`src/lra_pkg.sv`:
```
package lra_pkg;

  localparam int unsigned RowWidth   = 50;
  localparam int unsigned TdataWidth = ((RowWidth + 7) / 8) * 8;
  localparam int unsigned NumSlots   = 3;

  // Result slots of one input beat, in delivery order
  localparam int unsigned SlotMid   = 0;  // row two above the new one
  localparam int unsigned SlotFlush = 1;  // row one above the bottom row
  localparam int unsigned SlotLast  = 2;  // bottom row of the frame

  typedef logic [RowWidth-1:0] row_t;

  // Five-row window captured with each accepted beat
  typedef struct packed {
    row_t                h3;
    row_t                h2;
    row_t                h1;
    row_t                h0;
    row_t                cur;
    logic [NumSlots-1:0] emit;
  } window_t;

endpackage

```
`src/leaf_rule_automaton_row_step.sv`:
```
// Path: input beat -> window register -> result buffer -> result beat.
// Throughput: one input row per cycle while the result stream keeps up; a bottom row releases up to three
// result beats, drained one per cycle as the output takes them, and the input waits meanwhile.
// Reset: line buffers and row count cleared, no beats pending; the next states of three rows (mid,
// flush, last) are worked out for all columns at once between the window and result registers.
module leaf_rule_automaton_row_step (
  input  logic                            clk_i,
  input  logic                            rst_ni,
  input  logic                            s_axis_tvalid,
  output logic                            s_axis_tready,
  input  logic [lra_pkg::TdataWidth-1:0]  s_axis_tdata,   // row_cells
  input  logic                            s_axis_tlast,
  output logic                            m_axis_tvalid,
  input  logic                            m_axis_tready,
  output logic [lra_pkg::TdataWidth-1:0]  m_axis_tdata,   // next_row_cells
  output logic                            m_axis_tlast
);

  logic             accept;
  logic             win_valid;
  lra_pkg::window_t win;
  logic             buf_free;
  logic             load;
  lra_pkg::row_t    row_mid, row_flush, row_last, row_out;

  assign load          = win_valid && buf_free;
  assign s_axis_tready = !win_valid || load;
  assign accept        = s_axis_tvalid && s_axis_tready;

  lra_row_window u_window (
    .clk_i    (clk_i),
    .rst_ni   (rst_ni),
    .accept_i (accept),
    .row_i    (s_axis_tdata[lra_pkg::RowWidth-1:0]),
    .last_i   (s_axis_tlast),
    .adv_i    (load),
    .valid_o  (win_valid),
    .window_o (win)
  );

  lra_next_row u_row_mid (
    .a2_i   (win.h3),
    .a1_i   (win.h2),
    .c_i    (win.h1),
    .b1_i   (win.h0),
    .b2_i   (win.cur),
    .next_o (row_mid)
  );

  lra_next_row u_row_flush (
    .a2_i   (win.h2),
    .a1_i   (win.h1),
    .c_i    (win.h0),
    .b1_i   (win.cur),
    .b2_i   ('0),
    .next_o (row_flush)
  );

  lra_next_row u_row_last (
    .a2_i   (win.h1),
    .a1_i   (win.h0),
    .c_i    (win.cur),
    .b1_i   ('0),
    .b2_i   ('0),
    .next_o (row_last)
  );

  lra_result_buf u_result (
    .clk_i       (clk_i),
    .rst_ni      (rst_ni),
    .load_i      (load),
    .mask_i      (win.emit),
    .row_mid_i   (row_mid),
    .row_flush_i (row_flush),
    .row_last_i  (row_last),
    .free_o      (buf_free),
    .valid_o     (m_axis_tvalid),
    .ready_i     (m_axis_tready),
    .row_o       (row_out),
    .last_o      (m_axis_tlast)
  );

  assign m_axis_tdata = {{(lra_pkg::TdataWidth - lra_pkg::RowWidth){1'b0}}, row_out};

endmodule

```
`src/lra_next_row.sv`:
```
module lra_next_row (
  input  lra_pkg::row_t a2_i,
  input  lra_pkg::row_t a1_i,
  input  lra_pkg::row_t c_i,
  input  lra_pkg::row_t b1_i,
  input  lra_pkg::row_t b2_i,
  output lra_pkg::row_t next_o
);

  // centre row padded with two dead cells either side: c_i[k] sits at cp[k+2]
  logic [lra_pkg::RowWidth+3:0] cp;
  assign cp = {2'b00, c_i, 2'b00};

  for (genvar k = 0; k < lra_pkg::RowWidth; k++) begin : g_cell
    logic [3:0] semi;
    logic [3:0] full;
    logic [2:0] semi_cnt;

    assign semi[0] = a1_i[k] ^ a2_i[k];
    assign full[0] = a1_i[k] & a2_i[k];
    assign semi[1] = cp[k+3] ^ cp[k+4];
    assign full[1] = cp[k+3] & cp[k+4];
    assign semi[2] = b1_i[k] ^ b2_i[k];
    assign full[2] = b1_i[k] & b2_i[k];
    assign semi[3] = cp[k+1] ^ cp[k];
    assign full[3] = cp[k+1] & cp[k];

    assign semi_cnt = {2'b00, semi[0]} + {2'b00, semi[1]} + {2'b00, semi[2]}
                    + {2'b00, semi[3]};

    assign next_o[k] = c_i[k] ? ((full == 4'b0000) && (semi != 4'b0000))
                              : (semi_cnt == 3'd2);
  end

endmodule

```
`src/lra_row_window.sv`:
```
module lra_row_window (
  input  logic              clk_i,
  input  logic              rst_ni,
  input  logic              accept_i,
  input  lra_pkg::row_t     row_i,
  input  logic              last_i,
  input  logic              adv_i,
  output logic              valid_o,
  output lra_pkg::window_t  window_o
);

  localparam logic [1:0] PendingFull = 2'd2;

  lra_pkg::row_t    h0_q, h1_q, h2_q, h3_q;
  logic [1:0]       pending_q;
  logic             valid_q;
  lra_pkg::window_t win_q;
  logic [lra_pkg::NumSlots-1:0] emit;

  assign emit[lra_pkg::SlotMid]   = (pending_q == PendingFull);
  assign emit[lra_pkg::SlotFlush] = last_i && (pending_q != 2'd0);
  assign emit[lra_pkg::SlotLast]  = last_i;

  always_ff @(posedge clk_i or negedge rst_ni) begin
    if (!rst_ni) begin
      h0_q      <= '0;
      h1_q      <= '0;
      h2_q      <= '0;
      h3_q      <= '0;
      pending_q <= 2'd0;
      valid_q   <= 1'b0;
    end else begin
      if (accept_i) begin
        valid_q <= 1'b1;
        if (last_i) begin
          // frame done: line buffers cleared for the next one
          h0_q      <= '0;
          h1_q      <= '0;
          h2_q      <= '0;
          h3_q      <= '0;
          pending_q <= 2'd0;
        end else begin
          h0_q <= row_i;
          h1_q <= h0_q;
          h2_q <= h1_q;
          h3_q <= h2_q;
          if (pending_q != PendingFull) begin
            pending_q <= pending_q + 2'd1;
          end
        end
      end else if (adv_i) begin
        valid_q <= 1'b0;
      end
    end
  end

  always_ff @(posedge clk_i) begin
    if (accept_i) begin
      win_q <= '{h3: h3_q, h2: h2_q, h1: h1_q, h0: h0_q, cur: row_i, emit: emit};
    end
  end

  assign valid_o  = valid_q;
  assign window_o = win_q;

`ifndef SYNTHESIS
  a_pending_sat: assert property (@(posedge clk_i) disable iff (!rst_ni)
    pending_q != 2'd3)
    else $error("row count beyond saturation");

  a_frame_clear: assert property (@(posedge clk_i) disable iff (!rst_ni)
    accept_i && last_i |=> (pending_q == 2'd0) && (h0_q == '0) && (h3_q == '0))
    else $error("line buffers not cleared after bottom row");
`endif

endmodule

```
`src/lra_result_buf.sv`:
```
module lra_result_buf (
  input  logic                          clk_i,
  input  logic                          rst_ni,
  input  logic                          load_i,
  input  logic [lra_pkg::NumSlots-1:0]  mask_i,
  input  lra_pkg::row_t                 row_mid_i,
  input  lra_pkg::row_t                 row_flush_i,
  input  lra_pkg::row_t                 row_last_i,
  output logic                          free_o,
  output logic                          valid_o,
  input  logic                          ready_i,
  output lra_pkg::row_t                 row_o,
  output logic                          last_o
);

  logic [lra_pkg::NumSlots-1:0] v_q;
  logic [lra_pkg::NumSlots-1:0] first;
  lra_pkg::row_t                mid_q, flush_q, last_q;
  logic                         beat;

  // lowest pending slot goes out first
  assign first = v_q & ~(v_q - 3'd1);
  assign beat  = valid_o && ready_i;

  assign valid_o = (v_q != '0);
  assign last_o  = first[lra_pkg::SlotLast];
  assign row_o   = ({lra_pkg::RowWidth{first[lra_pkg::SlotMid]}}   & mid_q)
                 | ({lra_pkg::RowWidth{first[lra_pkg::SlotFlush]}} & flush_q)
                 | ({lra_pkg::RowWidth{first[lra_pkg::SlotLast]}}  & last_q);

  assign free_o = (v_q == '0) || (beat && ((v_q & ~first) == '0));

  always_ff @(posedge clk_i or negedge rst_ni) begin
    if (!rst_ni) begin
      v_q <= '0;
    end else if (load_i) begin
      v_q <= mask_i;
    end else if (beat) begin
      v_q <= v_q & ~first;
    end
  end

  always_ff @(posedge clk_i) begin
    if (load_i) begin
      mid_q   <= row_mid_i;
      flush_q <= row_flush_i;
      last_q  <= row_last_i;
    end
  end

`ifndef SYNTHESIS
  a_load_free: assert property (@(posedge clk_i) disable iff (!rst_ni)
    load_i |-> free_o)
    else $error("result buffer overwritten while beats pending");

  a_last_alone: assert property (@(posedge clk_i) disable iff (!rst_ni)
    valid_o && last_o |-> (v_q == 3'b100))
    else $error("frame end sent ahead of pending rows");
`endif

endmodule
```
`config.mk`:
```
export PLATFORM = sky130hd
export DESIGN_NAME = leaf_rule_automaton_row_step
export DESIGN_NICKNAME = d
export VERILOG_FILES = /design/src/lra_pkg.sv /design/src/leaf_rule_automaton_row_step.sv /design/src/lra_next_row.sv /design/src/lra_row_window.sv /design/src/lra_result_buf.sv
export SDC_FILE = /design/constraint.sdc
export NUM_CORES = 1
export LEC_CHECK = 0
export BUFFER_PORTS_ARGS = -buffer_cell sky130_fd_sc_hd__buf_4
export CORE_MARGIN = 1
export CORE_UTILIZATION = 55
export CTS_BUF_LIST = sky130_fd_sc_hd__clkbuf_16
export CTS_CLUSTER_DIAMETER = 80
export CTS_CLUSTER_SIZE = 20
export DETAILED_ROUTE_END_ITERATION = 10
export GPL_TIMING_DRIVEN = 0
export PLACE_DENSITY = 0.74
export SYNTH_ARGS = -nofsm -noshare
export SYNTH_HDL_FRONTEND = slang
export SYNTH_SLANG_ARGS = --single-unit
```
`constraint.sdc`:
```
create_clock -name clk_i -period 8.1 [get_ports clk_i]
set_input_delay 0.81 -clock clk_i [delete_from_list [all_inputs] [get_ports clk_i]]
set_output_delay 0.81 -clock clk_i [all_outputs]
set_load 0.02 [all_outputs]
```
# Yosys cells after proc, flatten, opt, wreduce, memory -nomap -nowiden

Cells that the tools add are included.

Logic and storage cells: 1893
Input port bits: 61
Output and inout bits: 59
Bits in registers: 609

Eq/ne operators: 152
Multiplexer cells: 160
Bitwise logic cells: 703
Add/sub/neg operators: 396
Reductions and logical operators: 466

Operators by type and width:

| kind                                                                | number |
|---|---|
| 3-bit by 1-bit adder with 3-bit output                              | 242 |
| 4-bit logical NOT                                                   | 150 |
| 4-bit nonzero test                                                  | 150 |
| 3-bit by 2-bit == test with 1-bit output (second input constant)    | 149 |
| 1-bit bitwise AND                                                   | 347 |
| 1-bit bitwise XOR                                                   | 347 |
| 1-bit by 1-bit adder with 2-bit output                              | 150 |
| 50-bit two-way mux                                                  | 4 |
| 1-bit logical AND                                                   | 155 |
| 1-bit two-way mux                                                   | 152 |
| 50-bit bitwise AND                                                  | 3 |
| 50-bit bitwise OR                                                   | 2 |
| 2-bit nonzero test                                                  | 4 |
| 2-bit by 1-bit adder with 3-bit output                              | 2 |
| 3-bit bitwise AND                                                   | 2 |
| 3-bit logical NOT                                                   | 2 |
| 3-bit two-way mux                                                   | 2 |
| 3-bit inverter                                                      | 2 |
| 2-bit == test (second input constant)                               | 2 |
| 2-bit two-way mux                                                   | 2 |
| 3-bit nonzero test                                                  | 1 |
| 3-bit by 1-bit subtractor with 3-bit output (second input constant) | 1 |
| 2-bit by 1-bit adder with 2-bit output (second input constant)      | 1 |
| 1-bit logical OR                                                    | 2 |
| 3 further kinds                                                     | 3 |

# Depth between registers and ports, before layout

Depth after elaboration: 12
Gate-level depth with buffers: 10

# By module

A second synthesis with hierarchy kept.

Cell total of the unflattened synthesis: 3069
Area, all modules: 40839.2 um^2

By module, submodules not included:

| module                       | instances | cells each | area an instance (um^2) | seq. area each (um^2) |
|---|---|---|---|---|
| lra_row_window               | 1         | 1030       | 16419.5                 | 12677.2 |
| lra_result_buf               | 1         | 399        | 6528.8                  | 4579.4 |
| lra_next_row at u_row_flush  | 1         | 543        | 5938.2                  | 0.0 |
| lra_next_row at u_row_mid    | 1         | 544        | 5938.2                  | 0.0 |
| lra_next_row at u_row_last   | 1         | 543        | 5935.7                  | 0.0 |
| leaf_rule_automaton_row_step | 1         | 10         | 78.8                    | 0.0 |

# Worst setup path before layout

No wires, ideal clock.

Path kind: in2reg
Start point: input port m_axis_tready
End point: register u_result.flush_q[0] (enable)
Library setup time: 662 ps
Slack: 110 ps
Arrival time: 7329 ps
Stages: 3
Cell sequence: nor3b_2 a211oi_2 nor2_1

Word-level cells in the longest chain between the ends: 4

Ends and longest elaborated chain:

| item                 | line                               | source |
|---|---|---|
| from (decl)          | leaf_rule_automaton_row_step.sv:14 | `input logic m_axis_tready,` |
| 1-bit logical AND    | lra_result_buf.sv:23               | `assign beat = valid_o && ready_i;` |
| 1-bit logical AND    | lra_result_buf.sv:31               | `assign free_o = (v_q == '0) \|\| (beat && ((v_q & ~first) == '0));` |
| 1-bit logical OR     | lra_result_buf.sv:31               |  |
| 1-bit logical AND    | leaf_rule_automaton_row_step.sv:26 | `assign load = win_valid && buf_free;` |
| named net load       | leaf_rule_automaton_row_step.sv:23 | `logic load;` |
| to (signal assigned) | lra_result_buf.sv:46               | `flush_q <= row_flush_i;` |
| to (decl)            | lra_result_buf.sv:18               | `lra_pkg::row_t mid_q, flush_q, last_q;` |

The timed path passes the listed nets, and every way through them passes these cells.
A chain may end at the register's enable or synchronous reset.

# Worst setup path after layout

Start point: register u_result.v_q[1] in the netlist's numbering
End point: output port m_axis_tdata[15] in the netlist's numbering

Word-level cells in the longest chain between the ends: 6
Elaborated cells between the ends (all ways): 7
Those cells by class: add/sub (1); bitwise (6)

Ends and longest elaborated chain:

| item                                        | line                               | source |
|---|---|---|
| from (decl)                                 | lra_result_buf.sv:16               | `logic [lra_pkg::NumSlots-1:0] v_q;` |
| from (signal assigned)                      | lra_result_buf.sv:37               | `v_q <= mask_i;` |
| from (signal assigned)                      | lra_result_buf.sv:39               | `v_q <= v_q & ~first;` |
| 3-bit by 1-bit subtractor with 3-bit output | lra_result_buf.sv:22               | `assign first = v_q & ~(v_q - 3'd1);` |
| 3-bit inverter                              | lra_result_buf.sv:22               |  |
| 3-bit bitwise AND *                         | lra_result_buf.sv:22               |  |
| 50-bit bitwise AND                          | lra_result_buf.sv:28               | `\| ({lra_pkg::RowWidth{first[lra_pkg::SlotFlush]}} & flush_q)` |
| 50-bit bitwise OR                           | lra_result_buf.sv:28               |  |
| 50-bit bitwise OR *                         | lra_result_buf.sv:29               | `\| ({lra_pkg::RowWidth{first[lra_pkg::SlotLast]}} & last_q);` |
| to (decl)                                   | leaf_rule_automaton_row_step.sv:15 | `output logic [lra_pkg::TdataWidth-1:0] m_axis_tdata,` |

Mark *: on every way between the ends. The rest lies on a longest branch, timed or not.

==> insert_results.sql <==
INSERT INTO impl_metrics (metric_group, metric, value, unit) VALUES
('timing', 'timing_hold_violations_final', '0', ''),
('global_route', 'globalRouteOverflowTotal', '0', ''),
('detailed_routing', 'remaining_drc_errors', '0', ''),
('die', 'placeableCoreArea', '75900', 'um2'),
('timing', 'maxSlewViolCount', '0', ''),
('detailed_routing', 'firstDrtPassIters', '5', ''),
('cells_and_area', 'area_delta_synth_final', '8.55', '%'),
('clocking', 'post_cts_buffers', '0', ''),
('timing', 'finalCritPeriodShare', '51.3', '%'),
('worst_setup_path', 'critPathArrivalTime', '3.35', 'ns'),
('placed_design', 'io_buffer_count', '107', ''),
('global_route', 'maximum_number_of_pins_on_one_net_before_global_route_repair', '109', ''),
('synth', 'post_synth_instance_area', '42200', 'um2'),
('global_route', 'via_count_of_the_first_global_routing_pass', '26900', ''),
('synth', 'postSynthAreaPerCell', '11.8', 'um2'),
('global_route', 'grt_antenna_before_repair', '2', ''),
('synth', 'synth_ff_type', 'sky130_fd_sc_hd__edfxtp_1', ''),
('worst_setup_path', 'r2r_setup_slk', '5.13', 'ns'),
('die', 'initial_core_util', '55.6', '%'),
('worst_setup_path', 'critical_path_buf_inv_count', '3', ''),
('timing', 'maxClockFrequency', '240', 'MHz'),
('worst_setup_path', 'cp.depth', '5', ''),
('placed_design', 'gp_congestion', '0.866', ''),
('detailed_routing', 'met3_length', '5390', 'um'),
('die', 'fp-row-count', '101', ''),
('clocking', 'clkSlewWorstSetupHoldPaths', '0.08', 'ns'),
('worst_setup_path', 'ordered_list_of_cells_on_the_worst_path', 'clkbuf_1, clkbuf_1, a22oi_1, o21ai_0, buf_4', ''),
('worst_setup_path', 'r2r.worst_path.cells', '9', ''),
('synth', 'synthDominantAreaCellType', 'sky130_fd_sc_hd__edfxtp_1', ''),
('global_route', 'grt_pass1_wl', '155000', 'um'),
('detailed_routing', 'drt_iter0_drc', '1734', ''),
('clocking', 'tritoncts_clock_tree', 'yes', ''),
('timing', 'clock_skew_after_layout', '0.0275', 'ns'),
('timing', 'unrepaired_setup_endpoints_after_global_routing', 'no', ''),
('detailed_routing', 'ant_nets', '0', ''),
('synth', 'syn_inst', '3565', ''),
('clocking', 'cts_repair_resize_count', '0', ''),
('detailed_routing', 'routed-via-count', '27100', ''),
('timing', 'timing.setup.tns', '0', 'ns'),
('global_route', 'grt_use_total', '26.0', '%'),
('detailed_routing', 'vias_per_cell', '5.67', ''),
('flow_run', 'cap_violations', '0', ''),
('clocking', 'cts_buffers', '40', ''),
('timing', 'final_period_minus_worst_setup_slack', '4.16', 'ns'),
('synth', 'synth_sequential_area_ratio', '40.9', '%'),
('status', 'outcome', 'finished clean', ''),
('synth', 'synth_enable_flop_cells', '403', ''),
('detailed_routing', 'totalWireLength', '100000', 'um'),
('worst_setup_path', 'crit_path_max_incr_delay', '0.99', 'ns'),
('clocking', 'cts_num_sinks', '609', ''),
('die', 'dieArea', '77900', 'um2'),
('synth', 'post-synth-top-area-fraction', '28.6', '%'),
('worst_setup_path', 'critical_path.most_common_cell', 'sky130_fd_sc_hd__clkbuf_1', ''),
('synth', 'ys_async_rst_share', '33.8', '%'),
('clocking', 'clock-root-buffer', 'sky130_fd_sc_hd__clkbuf_16', ''),
('placed_design', 'dp_worst_setup_slack', '4.67', 'ns'),
('clocking', 'clk_path_buf_depth', '3', ''),
('clocking', 'clk_latency', '0.59', 'ns'),
('die', 'dieHeight', '279', 'um'),
('detailed_routing', 'top_layer', 'met5', ''),
('synth', 'yosys_warnings', '0', ''),
('placed_design', 'dp_hpwl', '75000', 'um'),
('cells_and_area', 'design_area', '45900', 'um2'),
('detailed_routing', 'met2_length', '46700', 'um'),
('detailed_routing', 'post_drt_wl_per_cell', '21.0', 'um'),
('worst_setup_path', 'slowest_stage', 'sky130_fd_sc_hd__clkbuf_1', ''),
('worst_setup_path', 'critical_path.max_fanout', '10', ''),
('worst_setup_path', 'crit_type', 'reg2out', ''),
('cells_and_area', 'final_layout_size_suffix_gt1_share', '6.71', '%'),
('synth', 'synth.most_common_cell', 'sky130_fd_sc_hd__ha_1', ''),
('hold_path', 'path_type_of_the_worst_min_delay_path', 'in2async', '');
## cells by family (layout without fill, tap and decap cells)
group / count (synthesis) / in the layout / synth area share, %
other: 1 / 6 / 0.00888
AOI/OAI and AO/OA: 352 / 352 / 5.97
and+or+nand+nor: 695 / 695 / 9.58
buffers and inverters: 683 / 870 / 6.30
muxes: 200 / 200 / 5.33
adders and majority gates: 986 / 986 / 31.1
DFF: 609 / 609 / 40.9
xor gates and xnor gates: 39 / 39 / 0.809
## registers in the layout, indices dropped and copies added, names as in the netlist
signal              flops
u_result.last_q        50
u_window.pending_q      2
u_window.h3_q          50
u_window.valid_o        1
u_window.window_o     253
u_window.h1_q          50
u_result.flush_q       50
u_result.v_q            3
u_result.mid_q         50
u_window.h2_q          50
u_window.h0_q          50
## worst register-to-register path, delay by kind of cell (launching register included)
family | cells | cell delay (ns)
flops | 1 | 0.53
fa+ha+maj | 4 | 1.22
compound gates | 2 | 0.69
xor+xnor | 1 | 0.16
buf+inv | 2 | 0.11
## placed cells by master, fill, tap and decap left out, types with 14 or more instances in the layout
master                      count
sky130_fd_sc_hd__o41ai_1       88
sky130_fd_sc_hd__a21o_1        40
sky130_fd_sc_hd__clkbuf_1      43
sky130_fd_sc_hd__o21ai_0      105
sky130_fd_sc_hd__dfrtp_1      206
sky130_fd_sc_hd__mux2_2        30
sky130_fd_sc_hd__nand2_1      177
sky130_fd_sc_hd__nor2_1        53
sky130_fd_sc_hd__a22oi_1       50
sky130_fd_sc_hd__nand3_1       69
sky130_fd_sc_hd__inv_1        624
sky130_fd_sc_hd__o31ai_1       40
sky130_fd_sc_hd__fa_1         109
sky130_fd_sc_hd__or4b_2        15
sky130_fd_sc_hd__nor2b_1      204
sky130_fd_sc_hd__and3_1        14
sky130_fd_sc_hd__nor4b_1       79
sky130_fd_sc_hd__buf_4        131
sky130_fd_sc_hd__nor4_1        48
sky130_fd_sc_hd__nand4bb_1     15
sky130_fd_sc_hd__edfxtp_1     403
sky130_fd_sc_hd__ha_1         876
sky130_fd_sc_hd__clkbuf_16     42
sky130_fd_sc_hd__xor2_1        39
sky130_fd_sc_hd__mux2_1       170
## area by class of cell
cell class | count | area (um2) | area share, %
inverters | 609 | 2290 | 4.99
clock buffers | 42 | 1050 | 2.29
well taps | 1030 | 1290 | 2.81
plain buffers | 74 | 387 | 0.843
clock inverters | 29 | 215 | 0.469
repair buffers | 116 | 1020 | 2.23
multi-input cells | 2278 | 22300 | 48.7
flip-flops and latches | 609 | 17300 | 37.6
## through the flow
step | cells | hold WS (ns)
after floorplan | 3570 | 0.418
final | 4787 | 0.283
after CTS | 4787 | 0.288
after global placement | 4707 | 0.420
after global routing | 4787 | 0.320
after detailed placement | 4716 | 0.427
## worst paths after layout
check	startpoint	end
worst max-delay path	u_result.v_q[1]	m_axis_tdata[15]
worst min-delay path	rst_ni	u_window.h0_q[31]
worst max register to register	u_window.window_o[78]	u_result.flush_q[23]
worst min register to register	u_window.h3_q[17]	u_window.window_o[220]
max in group asynchronous	rst_ni	u_window.h3_q[2]
min in group clk_i	s_axis_tdata[9]	u_window.window_o[12]
## metal layers
layer | vias up | GRT usage [%]
met5 | - | 0
met4 | 4 | 7.52
met3 | 150 | 3.53
met2 | 688 | 42.6
met1 | 13500 | 36.0
li1 | 12800 | -
Power is left out: the tool's default activity adds up to more than one toggle a clock period on the data nets, which glitch-free logic cannot reach.
